===== src/rtl/core/met_fifo.sv =====
module met_fifo #(
  parameter int W     = 8,
  parameter int DEPTH = 2
) (
  input  logic         clk_i,
  input  logic         rst_ni,
  input  logic         push_valid_i,
  output logic         push_ready_o,
  input  logic [W-1:0] push_data_i,
  output logic         pop_valid_o,
  input  logic         pop_ready_i,
  output logic [W-1:0] pop_data_o
);

  localparam int AW = (DEPTH > 1) ? $clog2(DEPTH) : 1;

  logic [W-1:0] mem_q [DEPTH];
  logic [AW-1:0] wptr_q, rptr_q;
  logic [AW:0]   cnt_q;
  logic          push, pop;

  assign push_ready_o = cnt_q != (AW+1)'(DEPTH);
  assign pop_valid_o  = cnt_q != '0;
  assign push         = push_valid_i && push_ready_o;
  assign pop          = pop_valid_o && pop_ready_i;
  assign pop_data_o   = mem_q[rptr_q];

  always_ff @(posedge clk_i) begin
    if (push) begin
      mem_q[wptr_q] <= push_data_i;
    end
  end

  always_ff @(posedge clk_i or negedge rst_ni) begin
    if (!rst_ni) begin
      wptr_q <= '0;
      rptr_q <= '0;
      cnt_q  <= '0;
    end else begin
      if (push) begin
        wptr_q <= (wptr_q == AW'(DEPTH - 1)) ? '0 : wptr_q + 1'b1;
      end
      if (pop) begin
        rptr_q <= (rptr_q == AW'(DEPTH - 1)) ? '0 : rptr_q + 1'b1;
      end
      if (push && !pop) begin
        cnt_q <= cnt_q + 1'b1;
      end else if (pop && !push) begin
        cnt_q <= cnt_q - 1'b1;
      end
    end
  end

endmodule


===== config.mk =====
export PLATFORM = sky130hd
export DESIGN_NAME = met_fifo
export DESIGN_NICKNAME = d
export VERILOG_FILES = /design/src/rtl/core/met_fifo.sv
export SDC_FILE = /design/constraint.sdc
export NUM_CORES = 1
export LEC_CHECK = 0
export BUFFER_PORTS_ARGS = -buffer_cell sky130_fd_sc_hd__buf_2
export CAP_MARGIN = 10
export CORE_UTILIZATION = 52
export CTS_BUF_LIST = sky130_fd_sc_hd__clkbuf_8
export DETAILED_ROUTE_END_ITERATION = 6
export GPL_TIMING_DRIVEN = 0
export PLACE_DENSITY = 0.88
export SLEW_MARGIN = 25
export SYNTH_ARGS = -nofsm -noshare
export SYNTH_HDL_FRONTEND = slang
export SYNTH_SLANG_ARGS = --single-unit

===== constraint.sdc =====
create_clock -name clk_i -period 1.5 [get_ports clk_i]
set_input_delay 0.225 -clock clk_i [delete_from_list [all_inputs] [get_ports clk_i]]
set_output_delay 0.225 -clock clk_i [all_outputs]
set_load 0.1 [all_outputs]

==> flow_summary.json <==
{
  "yosys_warnings": 0,
  "vias": 472,
  "antenna_found_initial": 0,
  "postLayoutSetupSlackWorst_ps": -34.7,
  "diodes": 0,
  "start_util_pct": 58.3,
  "htree_num_levels": 1,
  "path_clk_slew_ps": 70,
  "clkSinkCount": 20,
  "drt_iter0_markers": 21,
  "violations": "negative setup slack",
  "synth_area_per_cell_um2": 18.3,
  "fin_cells": 87,
  "gp_congestion": 0.681,
  "slew_headroom_pct": 72.7,
  "avgRoutedWirePerCell_um": 21.0,
  "worst_ep_arrival_time_ps": 1310,
  "fp.coreArea_um2": 1350,
  "period_minus_slack_ps": 1530,
  "nets": 86,
  "die_height_um": 40.9,
  "die_area_um2": 1670,
  "ys_ff_latch": 20,
  "setup-violations-final": 9,
  "grt_pass1_vias": 397,
  "grt_usage_pct": 20.4,
  "synth_area_um2": 787,
  "port_buffers": 21,
  "clock_skew_ps": 1.28,
  "rows": 13,
  "synth_top_area_share_pct": 61.0,
  "grt_max_degree": 13,
  "detail-route-antenna-nets": 0,
  "gr-total-overflow": 0,
  "route.detailed.drc": 0,
  "yosys.area.top_type": "edfxtp_1",
  "required_ps": 1270,
  "drt_wl_total_um": 1820,
  "max_stage_delay_ps": 410,
  "drive_gt1_share_pct": 61.1,
  "crit_path_start_kind": "flip-flop",
  "via_per_inst": 5.43,
  "crit_chain": "buf_6 -> mux2_4 -> buf_12",
  "syn_to_final_growth_pct": 52.8,
  "cts_tree": "yes",
  "crit_path_end_kind": "output port",
  "finalMaxSlewViolations": 0,
  "cts_inserted_buffers": 3,
  "crit_family": "flip-flops",
  "insertion_delay_ps": 250,
  "cap_violations": 0,
  "clock_path_buffers": 2,
  "ios": 22,
  "synth-seq-area-share_pct": 73.8,
  "die_w_um": 40.9,
  "synth_cell_types": 14,
  "worst-setup-path-type": "reg -> out",
  "clock-root-buffer": "clkbuf_8",
  "dp_hpwl_um": 793,
  "max_freq_mhz": 652,
  "worstMarginPinSlew_ps": 409,
  "status": "complete, but fails checks",
  "hold_viol": 0,
  "grt_setup_unrepaired": "true",
  "crit_slowest_cell": "dfrtp_1",
  "fin_crit_sh_pct": 102,
  "fin_tns_setup_ps": -176,
  "cp_num_buf_inv": 2,
  "grt_pass1_wl_um": 1950,
  "dp.cells": 79,
  "synthCells": 43,
  "min_path_type": "in -> reg",
  "firstDrtPassIters": 4,
  "syn_nets": 56,
  "crit_fanout": 5,
  "synth.area.top_cells": "edfxtp_1 (61%), dfrtp_1 (13%), mux2_2 (11%)"
}
layout make-up:
cell class / instances / area [um^2]
inverters: 1 / 3.75
clock inverters: 1 / 30.0
clock buffers: 3 / 41.3
well taps: 15 / 18.8
plain buffers: 1 / 11.3
repair buffers: 25 / 267
multi-input cells: 21 / 250
fillers: 49 / 148
flip-flops and latches: 20 / 581
placed cells by master, fill, tap and decap left out, types with 2 or more instances in the layout:
cell type	instances
edfxtp_1	16
buf_2	11
mux2_4	8
buf_12	8
dfrtp_1	4
xnor2_1	3
clkbuf_8	3
buf_4	3
buf_6	2
nand2_4	2
xor2_1	2
sequential cells by signal (all words and copies together), names as in the netlist:
register,flops
mem_q,16
cnt_q,2
rptr_q,1
wptr_q,1
kinds of logic (layout without fill, tap and decap cells):
kind of cell / after synthesis / in the layout / synth area share (%)
xor gates and xnor gates: 5 / 5 / 5.57
adders and majority gates: 1 / 1 / 1.59
buffers and inverters: 2 / 31 / 1.11
DFF: 20 / 20 / 73.8
muxes: 8 / 8 / 11.4
and+or+nand+nor: 7 / 7 / 6.52
through the flow:
step	area (um^2)	hold WS [ps]	setup slack, ps	utilization (%)
after floorplan	810	-70.6	-3.04	-
after global placement	933	36.1	91.2	69.1
after detailed placement	933	36.0	97.4	69.1
after CTS	1070	152	2.30	79.5
after global routing	1200	143	-66.9	89.1
final	1200	155	-34.7	89.1
routing by layer:
metal	track usage (%)	up-vias	part of all wire, %
met5	0	-	0
met4	10.0	0	1.9
met3	8.15	4	4.4
met2	31.3	22	50
met1	24.8	235	44
li1	-	211	-
Yosys cell counts:
| cell type | instances |
|---|---|
| and3_1 | 1 |
| nand2b_4 | 1 |
| xor2_1 | 2 |
| edfxtp_1 | 16 |
| ha_1 | 1 |
| nor2_1 | 2 |
| nand2_4 | 1 |
| or2_4 | 1 |
| nand2_1 | 1 |
| xnor2_1 | 3 |
| inv_1 | 1 |
| buf_2 | 1 |
| dfrtp_1 | 4 |
| mux2_2 | 8 |
path summary, 6_finish.rpt:
| check | start | endpoint | slack (ps) | depth (start not counted) |
|---|---|---|---|---|
| min | push_data_i[1] | mem_q[1][1]$_DFFE_PP_ | 160 | 1 |
| max reg2reg | cnt_q[1]$_DFFE_PN0P_ | cnt_q[1]$_DFFE_PN0P_ | -20 | 6 |
| min reg2reg | wptr_q$_DFFE_PN0P_ | wptr_q$_DFFE_PN0P_ | 530 | 1 |
| max in group asynchronous | rst_ni | wptr_q$_DFFE_PN0P_ | 1050 | 2 |
| min in group asynchronous | rst_ni | cnt_q[0]$_DFFE_PN0P_ | 310 | 2 |
| max | rptr_q$_DFFE_PN0P_ | pop_data_o[1] | -30 | 3 |
worst reg2reg max path, cell delays in order (launching register included):
cell and delay (ps):
dfrtp_1 450, or2_4 310, nand2_4 90, ha_4 130, xor2_1 170, nor2_1 90
xor2_1 160
timing repair:
action | 4_1_cts | 5_1_grt
buffers inserted | 0 | 2
hold buffers | 1 | 0
cloned | 0 | 1
endpoints found under the setup margin | 9 | 9
resized for setup | 19 | 27
endpoints found under the hold margin | 4 | 0
Power is left out: the tool's default activity adds up to more than one toggle a clock period on the data nets, which glitch-free logic cannot reach.
