<file path="config.mk">
export PLATFORM = sky130hd
export DESIGN_NAME = met_front
export DESIGN_NICKNAME = d
export VERILOG_FILES = /design/src/rtl/core/met_pkg.sv /design/src/rtl/core/met_div.sv /design/src/rtl/core/met_front.sv
export SDC_FILE = /design/constraint.sdc
export NUM_CORES = 2
export LEC_CHECK = 0
export BUFFER_PORTS_ARGS = -buffer_cell sky130_fd_sc_hd__buf_2
export CORE_MARGIN = 8
export CORE_UTILIZATION = 64
export CTS_BUF_LIST = sky130_fd_sc_hd__clkbuf_16
export DETAILED_ROUTE_END_ITERATION = 7
export GPL_ROUTABILITY_DRIVEN = 0
export PLACE_DENSITY = 0.81
export SETUP_SLACK_MARGIN = 0.3
export SLEW_MARGIN = 20
export SYNTH_ARGS = -nofsm -noshare
export SYNTH_HDL_FRONTEND = slang
export SYNTH_SLANG_ARGS = --single-unit
</file>
<file path="constraint.sdc">
create_clock -name clk_i -period 5.6 [get_ports clk_i]
set_input_delay 1.4 -clock clk_i [delete_from_list [all_inputs] [get_ports clk_i]]
set_output_delay 1.4 -clock clk_i [all_outputs]
set_load 0.05 [all_outputs]
</file>
<file path="src/rtl/core/met_pkg.sv">
package met_pkg;

  // Fraction bits of the fixed point format used for plane coordinates.
  localparam int FRAC_BITS = 28;

  localparam int CFG_W   = 32;
  localparam int IDX_W   = 3;
  localparam int SIZE_W  = 13;
  localparam int HSPAN_W = 31;

  localparam logic [IDX_W-1:0] REG_CENTER_X   = 3'd0;
  localparam logic [IDX_W-1:0] REG_CENTER_Y   = 3'd1;
  localparam logic [IDX_W-1:0] REG_HALF_SPAN  = 3'd2;
  localparam logic [IDX_W-1:0] REG_IMG_WIDTH  = 3'd3;
  localparam logic [IDX_W-1:0] REG_IMG_HEIGHT = 3'd4;
  localparam logic [IDX_W-1:0] REG_MAX_ITER   = 3'd5;

  typedef struct packed {
    logic [31:0]        center_x;
    logic [31:0]        center_y;
    logic [HSPAN_W-1:0] half_span;
    logic [SIZE_W-1:0]  img_width;
    logic [SIZE_W-1:0]  img_height;
  } map_cfg_t;

endpackage

</file>
<file path="src/rtl/core/met_div.sv">
module met_div #(
  parameter int NW = 44,
  parameter int DW = 13
) (
  input  logic          clk_i,
  input  logic          rst_ni,
  input  logic          start_i,
  input  logic [NW-1:0] dividend_i,
  input  logic [DW-1:0] divisor_i,
  output logic          done_o,
  output logic [NW-1:0] quot_o
);

  localparam int CNTW = $clog2(NW + 1);

  logic [NW-1:0]   quo_q;
  logic [DW-1:0]   rem_q;
  logic [DW-1:0]   dsr_q;
  logic [CNTW-1:0] cnt_q;
  logic            busy_q, done_q;
  logic [DW:0]     trial;
  logic            ge;
  logic [DW-1:0]   rem_d;

  // Restoring division, one quotient bit per cycle, MSB first.
  always_comb begin
    trial = {rem_q, quo_q[NW-1]};
    ge    = trial >= {1'b0, dsr_q};
    rem_d = ge ? DW'(trial - {1'b0, dsr_q}) : trial[DW-1:0];
  end

  always_ff @(posedge clk_i) begin
    if (start_i) begin
      quo_q <= dividend_i;
      rem_q <= '0;
      dsr_q <= divisor_i;
    end else if (busy_q) begin
      quo_q <= {quo_q[NW-2:0], ge};
      rem_q <= rem_d;
    end
  end

  always_ff @(posedge clk_i or negedge rst_ni) begin
    if (!rst_ni) begin
      busy_q <= 1'b0;
      done_q <= 1'b0;
      cnt_q  <= '0;
    end else begin
      done_q <= 1'b0;
      if (start_i) begin
        busy_q <= 1'b1;
        cnt_q  <= CNTW'(NW);
      end else if (busy_q) begin
        cnt_q <= cnt_q - 1'b1;
        if (cnt_q == CNTW'(1)) begin
          busy_q <= 1'b0;
          done_q <= 1'b1;
        end
      end
    end
  end

  assign done_o = done_q;
  assign quot_o = quo_q;

endmodule

</file>
<file path="src/rtl/core/met_front.sv">
module met_front #(
  parameter int CW  = 12,
  parameter int CXW = 46
) (
  input  logic                  clk_i,
  input  logic                  rst_ni,
  input  met_pkg::map_cfg_t     cfg_i,
  input  logic                  in_valid_i,
  output logic                  in_ready_o,
  input  logic [CW-1:0]         col_i,
  input  logic [CW-1:0]         row_i,
  output logic                  push_valid_o,
  input  logic                  push_ready_i,
  output logic [CW-1:0]         col_o,
  output logic [CW-1:0]         row_o,
  output logic signed [CXW-1:0] c_re_o,
  output logic signed [CXW-1:0] c_im_o
);

  localparam int NW = CW + 32;

  localparam logic [1:0] ST_IDLE = 2'd0;
  localparam logic [1:0] ST_DIV  = 2'd1;
  localparam logic [1:0] ST_PUSH = 2'd2;

  logic [1:0]  state_q, state_d;
  logic [CW-1:0] col_q, row_q;
  logic signed [32:0] base_x_q, base_y_q;
  logic [31:0] span2;
  logic [met_pkg::SIZE_W-1:0] div_x, div_y;
  logic [NW-1:0] dvd_x, dvd_y, quo_x, quo_y;
  logic done_x, done_y, accept;

  assign in_ready_o = state_q == ST_IDLE;
  assign accept     = in_valid_i && in_ready_o;
  assign span2      = {cfg_i.half_span, 1'b0};
  assign div_x      = (cfg_i.img_width == '0) ? met_pkg::SIZE_W'(1) : cfg_i.img_width;
  assign div_y      = (cfg_i.img_height == '0) ? met_pkg::SIZE_W'(1) : cfg_i.img_height;
  assign dvd_x      = NW'(col_i * span2);
  assign dvd_y      = NW'(row_i * span2);

  met_div #(.NW(NW), .DW(met_pkg::SIZE_W)) u_div_x (
    .clk_i, .rst_ni, .start_i(accept), .dividend_i(dvd_x), .divisor_i(div_x),
    .done_o(done_x), .quot_o(quo_x)
  );

  met_div #(.NW(NW), .DW(met_pkg::SIZE_W)) u_div_y (
    .clk_i, .rst_ni, .start_i(accept), .dividend_i(dvd_y), .divisor_i(div_y),
    .done_o(done_y), .quot_o(quo_y)
  );

  always_ff @(posedge clk_i) begin
    if (accept) begin
      col_q    <= col_i;
      row_q    <= row_i;
      base_x_q <= {cfg_i.center_x[31], cfg_i.center_x} - {2'b00, cfg_i.half_span};
      base_y_q <= {cfg_i.center_y[31], cfg_i.center_y} - {2'b00, cfg_i.half_span};
    end
  end

  // Both dividers run the same number of steps, so they finish together.
  always_comb begin
    state_d = state_q;
    unique case (state_q)
      ST_IDLE: if (accept) state_d = ST_DIV;
      ST_DIV:  if (done_x && done_y) state_d = ST_PUSH;
      ST_PUSH: if (push_ready_i) state_d = ST_IDLE;
      default: state_d = ST_IDLE;
    endcase
  end

  always_ff @(posedge clk_i or negedge rst_ni) begin
    if (!rst_ni) begin
      state_q <= ST_IDLE;
    end else begin
      state_q <= state_d;
    end
  end

  assign push_valid_o = state_q == ST_PUSH;
  assign col_o  = col_q;
  assign row_o  = row_q;
  assign c_re_o = $signed({{(CXW-33){base_x_q[32]}}, base_x_q})
                + $signed({{(CXW-NW){1'b0}}, quo_x});
  assign c_im_o = $signed({{(CXW-33){base_y_q[32]}}, base_y_q})
                + $signed({{(CXW-NW){1'b0}}, quo_y});

endmodule

</file>
==> flow_metrics.env <==
export IMPL_status="finished with violations"
export IMPL_violations="negative setup slack"
export IMPL_hold_viol_final=0
export IMPL_syn_to_final_growth_pct=25.2
export IMPL_die_w_um=269
export IMPL_grt_pass1_wl_um=202000
export IMPL_die_area_um2=72500
export IMPL_die_y_um=269
export IMPL_drive_above_1_share_pct=24.6
export IMPL_drt_wl_total_um=143000
export IMPL_yosys_warnings=0
export IMPL_insertion_delay_ns=0.63
export IMPL_cts_buffer_depth=3
export IMPL_cp_start_kind="input pin"
export IMPL_path_max_fanout=5
export IMPL_grt_start_max_net_pins=77
export IMPL_critical_path_arrival_ns=6.95
export IMPL_netlist_instances=4723
export IMPL_ys_types=82
export IMPL_dpl_worst_slack_ns=-1.45
export IMPL_grt_overflow=0
export IMPL_antenna_left=0
export IMPL_cts_buffers=30
export IMPL_ctsHoldBuffers=0
export IMPL_synth_net_count=5802
export IMPL_start_util_pct=64.3
export IMPL_critical_path_class="input pin to flop"
export IMPL_slew_headroom_pct=36.6
export IMPL_clock_fmax_mhz=151
export IMPL_hold_depth=1
export IMPL_synthArstFlopShare_pct=7.26
export IMPL_cp_end_kind="flop"
export IMPL_syn_avg_cell_area_um2=8.69
export IMPL_vias=38842
export IMPL_antenna_found_initial=2
export IMPL_skew_ns=0.0450
export IMPL_final_period_utilization_pct=119
export IMPL_root_buffer="clkbuf_16"
export IMPL_grt_use_total_pct=34.0
export IMPL_n_fill_cell=3554
export IMPL_rows=93
export IMPL_finalWorstSetupSlack_ns=-1.04
export IMPL_synth_edf_count=202
export IMPL_drc=0
export IMPL_via_per_inst=6.23
export IMPL_firstDrtPassIters=7
export IMPL_clk_pin_slew_ns=0.06
export IMPL_synth_seq_cells=248
export IMPL_finalNetCount=6434
export IMPL_setup_tns_ns=-40.29
export IMPL_netlist_area_um2=41000
export IMPL_hold_class="flop to flop"
export IMPL_io_pins=267
export IMPL_dp_cells=6060
export IMPL_synth_seq_area_share_pct=17.2
export IMPL_drtIter0Drc=4738
export IMPL_grt_pass1_vias=38951
export IMPL_fin_cells=6235
export IMPL_numClockSinks=248
export IMPL_timing_max_cap_violations=0
export IMPL_core_area_um2=63900
export IMPL_required_ns=5.91
export IMPL_synthFlopType="edfxtp_1"
export IMPL_rsz0062_at_grt="true"
export IMPL_multiInputGateArea_um2=32400
export IMPL_r2r_slack_ns=1.67
export IMPL_slew_violations=0
export IMPL_numPortBuffers=266
export IMPL_worst_pin_slew_ns=0.951
export IMPL_htreeDepth=1
export IMPL_seqCellArea_um2=7080
export IMPL_min_period_ns=6.64
export IMPL_wl_per_cell_um=22.9
export IMPL_dp_hpwl_um=93000
export IMPL_rr_worst_depth=12
export IMPL_cts_tree="done"
export IMPL_finalSetupViolCount=57
stage by stage:
stage | cell area, um^2 | util, % | hold WS (ns)
2_1_floorplan | 42200 | - | 0.434
3_3_place_gp | 46900 | 73.4 | 0.449
3_5_place_dp | 46900 | 73.4 | 0.461
4_1_cts | 49900 | 78.1 | 0.469
5_1_grt | 51400 | 80.4 | 0.492
6_report | 51400 | 80.4 | 0.470
layer usage:
layer | vias to the layer above | share of wire (%) | track usage [%]
li1 | 16500 | - | -
met2 | 2863 | 45 | 55.7
met1 | 18506 | 34 | 42.0
met4 | 6 | 8.0 | 18.0
met5 | - | 0.088 | 0
met3 | 967 | 13 | 7.61
flip-flops by register name, summed over array words and instances (netlist names):
name / cells
u_div_x.quot_o: 44
u_div_y.quot_o: 44
base_x_q: 33
base_y_q: 33
u_div_x.dsr_q: 13
u_div_x.rem_q: 13
u_div_y.dsr_q: 13
u_div_y.rem_q: 13
col_o: 12
row_o: 12
u_div_x.cnt_q: 6
u_div_y.cnt_q: 6
state_q: 2
u_div_x.busy_q: 1
u_div_x.done_o: 1
u_div_y.busy_q: 1
u_div_y.done_o: 1
final cells by class:
| type | instances | share of cell area (%) |
|---|---|---|
| Inverter | 782 | 5.72 |
| Clock buffer | 31 | 1.51 |
| Timing Repair Buffer | 831 | 13.5 |
| Antenna cell | 1 | 0.00487 |
| Sequential cell | 248 | 13.8 |
| Clock inverter | 25 | 0.348 |
| Tap cell | 855 | 2.08 |
| Multi-Input combinational cell | 3462 | 63.1 |
cell usage after synthesis, types with 35 or more instances:
cell	instances	share of area, %
and2_1	221	3.4
fa_1	586	29
nor2_1	149	1.4
nor2b_1	47	0.72
nand4_1	36	0.55
a21oi_1	239	2.9
o21a_1	35	0.64
nand3_1	95	1.2
nand2_1	762	7.0
o21ai_0	229	2.8
a21o_1	90	1.6
ha_1	344	10
inv_1	782	7.2
xor2_1	90	1.9
edfxtp_1	202	15
clkbuf_1	224	2.0
xnor2_1	140	3.0
final timing paths:
path | startpoint | to
hold reg to reg | state_q[1] | state_q[0]
setup reg to reg | u_div_x.quot_o[43] | u_div_x.rem_q[3]
hold / removal | state_q[1] | state_q[0]
min in group asynchronous | rst_ni | u_div_x.cnt_q[2]
setup / recovery | row_i[8] | u_div_y.quot_o[41]
max in group asynchronous | rst_ni | u_div_y.cnt_q[1]
critical path, cell delays in order:
cell	delay [ns]
buf_12	0.10
buf_6	0.13
buf_4	0.13
nand2_1	0.07
fa_1	0.67
inv_1	0.09
fa_1	0.46
fa_1	0.54
fa_1	0.54
inv_1	0.06
fa_1	0.50
inv_2	0.05
ha_4	0.31
nand4_1	0.28
nor2_2	0.24
o2111ai_2	0.22
a21oi_2	0.30
nor3_2	0.09
o31ai_2	0.31
a311oi_2	0.15
xor2_1	0.17
o21ai_1	0.09
cell families after synthesis:
kind of cell	count (synthesis)	share of synthesized area [%]
adders and majority gates	930	39.1
AOI/OAI and AO/OA	844	12.9
DFF	248	17.2
muxes	24	0.585
and+or+nand+nor	1434	16.0
xor gates and xnor gates	230	4.91
buffers and inverters	1013	9.27
layout by cell type, fill, tap and decap left out, types with 30 or more instances in the layout:
cell / n
o21ai_0: 145
xor2_1: 84
nor3_1: 30
fa_2: 36
nand2_1: 725
inv_2: 49
a21oi_1: 184
o21a_1: 35
o21ai_1: 67
fa_1: 550
ha_4: 47
buf_6: 75
buf_12: 46
o21bai_1: 32
nor2_1: 135
edfxtp_1: 202
and2_1: 190
buf_4: 466
and2_4: 31
xnor2_1: 124
a21o_1: 90
buf_2: 214
clkbuf_16: 32
nor2b_1: 42
nand3_1: 91
a21oi_2: 47
ha_1: 277
inv_1: 737
nand4_1: 36
what timing repair did:
action                                  4_1_cts  5_1_grt
gates resized for setup                     356      281
endpoints found under the setup margin       89       90
pin swaps                                   166      200
buffers inserted                             56       49
cloned                                       12        1
Power is not shown: default switching activity piles up to over one toggle a cycle in this logic, so the estimate is an artifact.
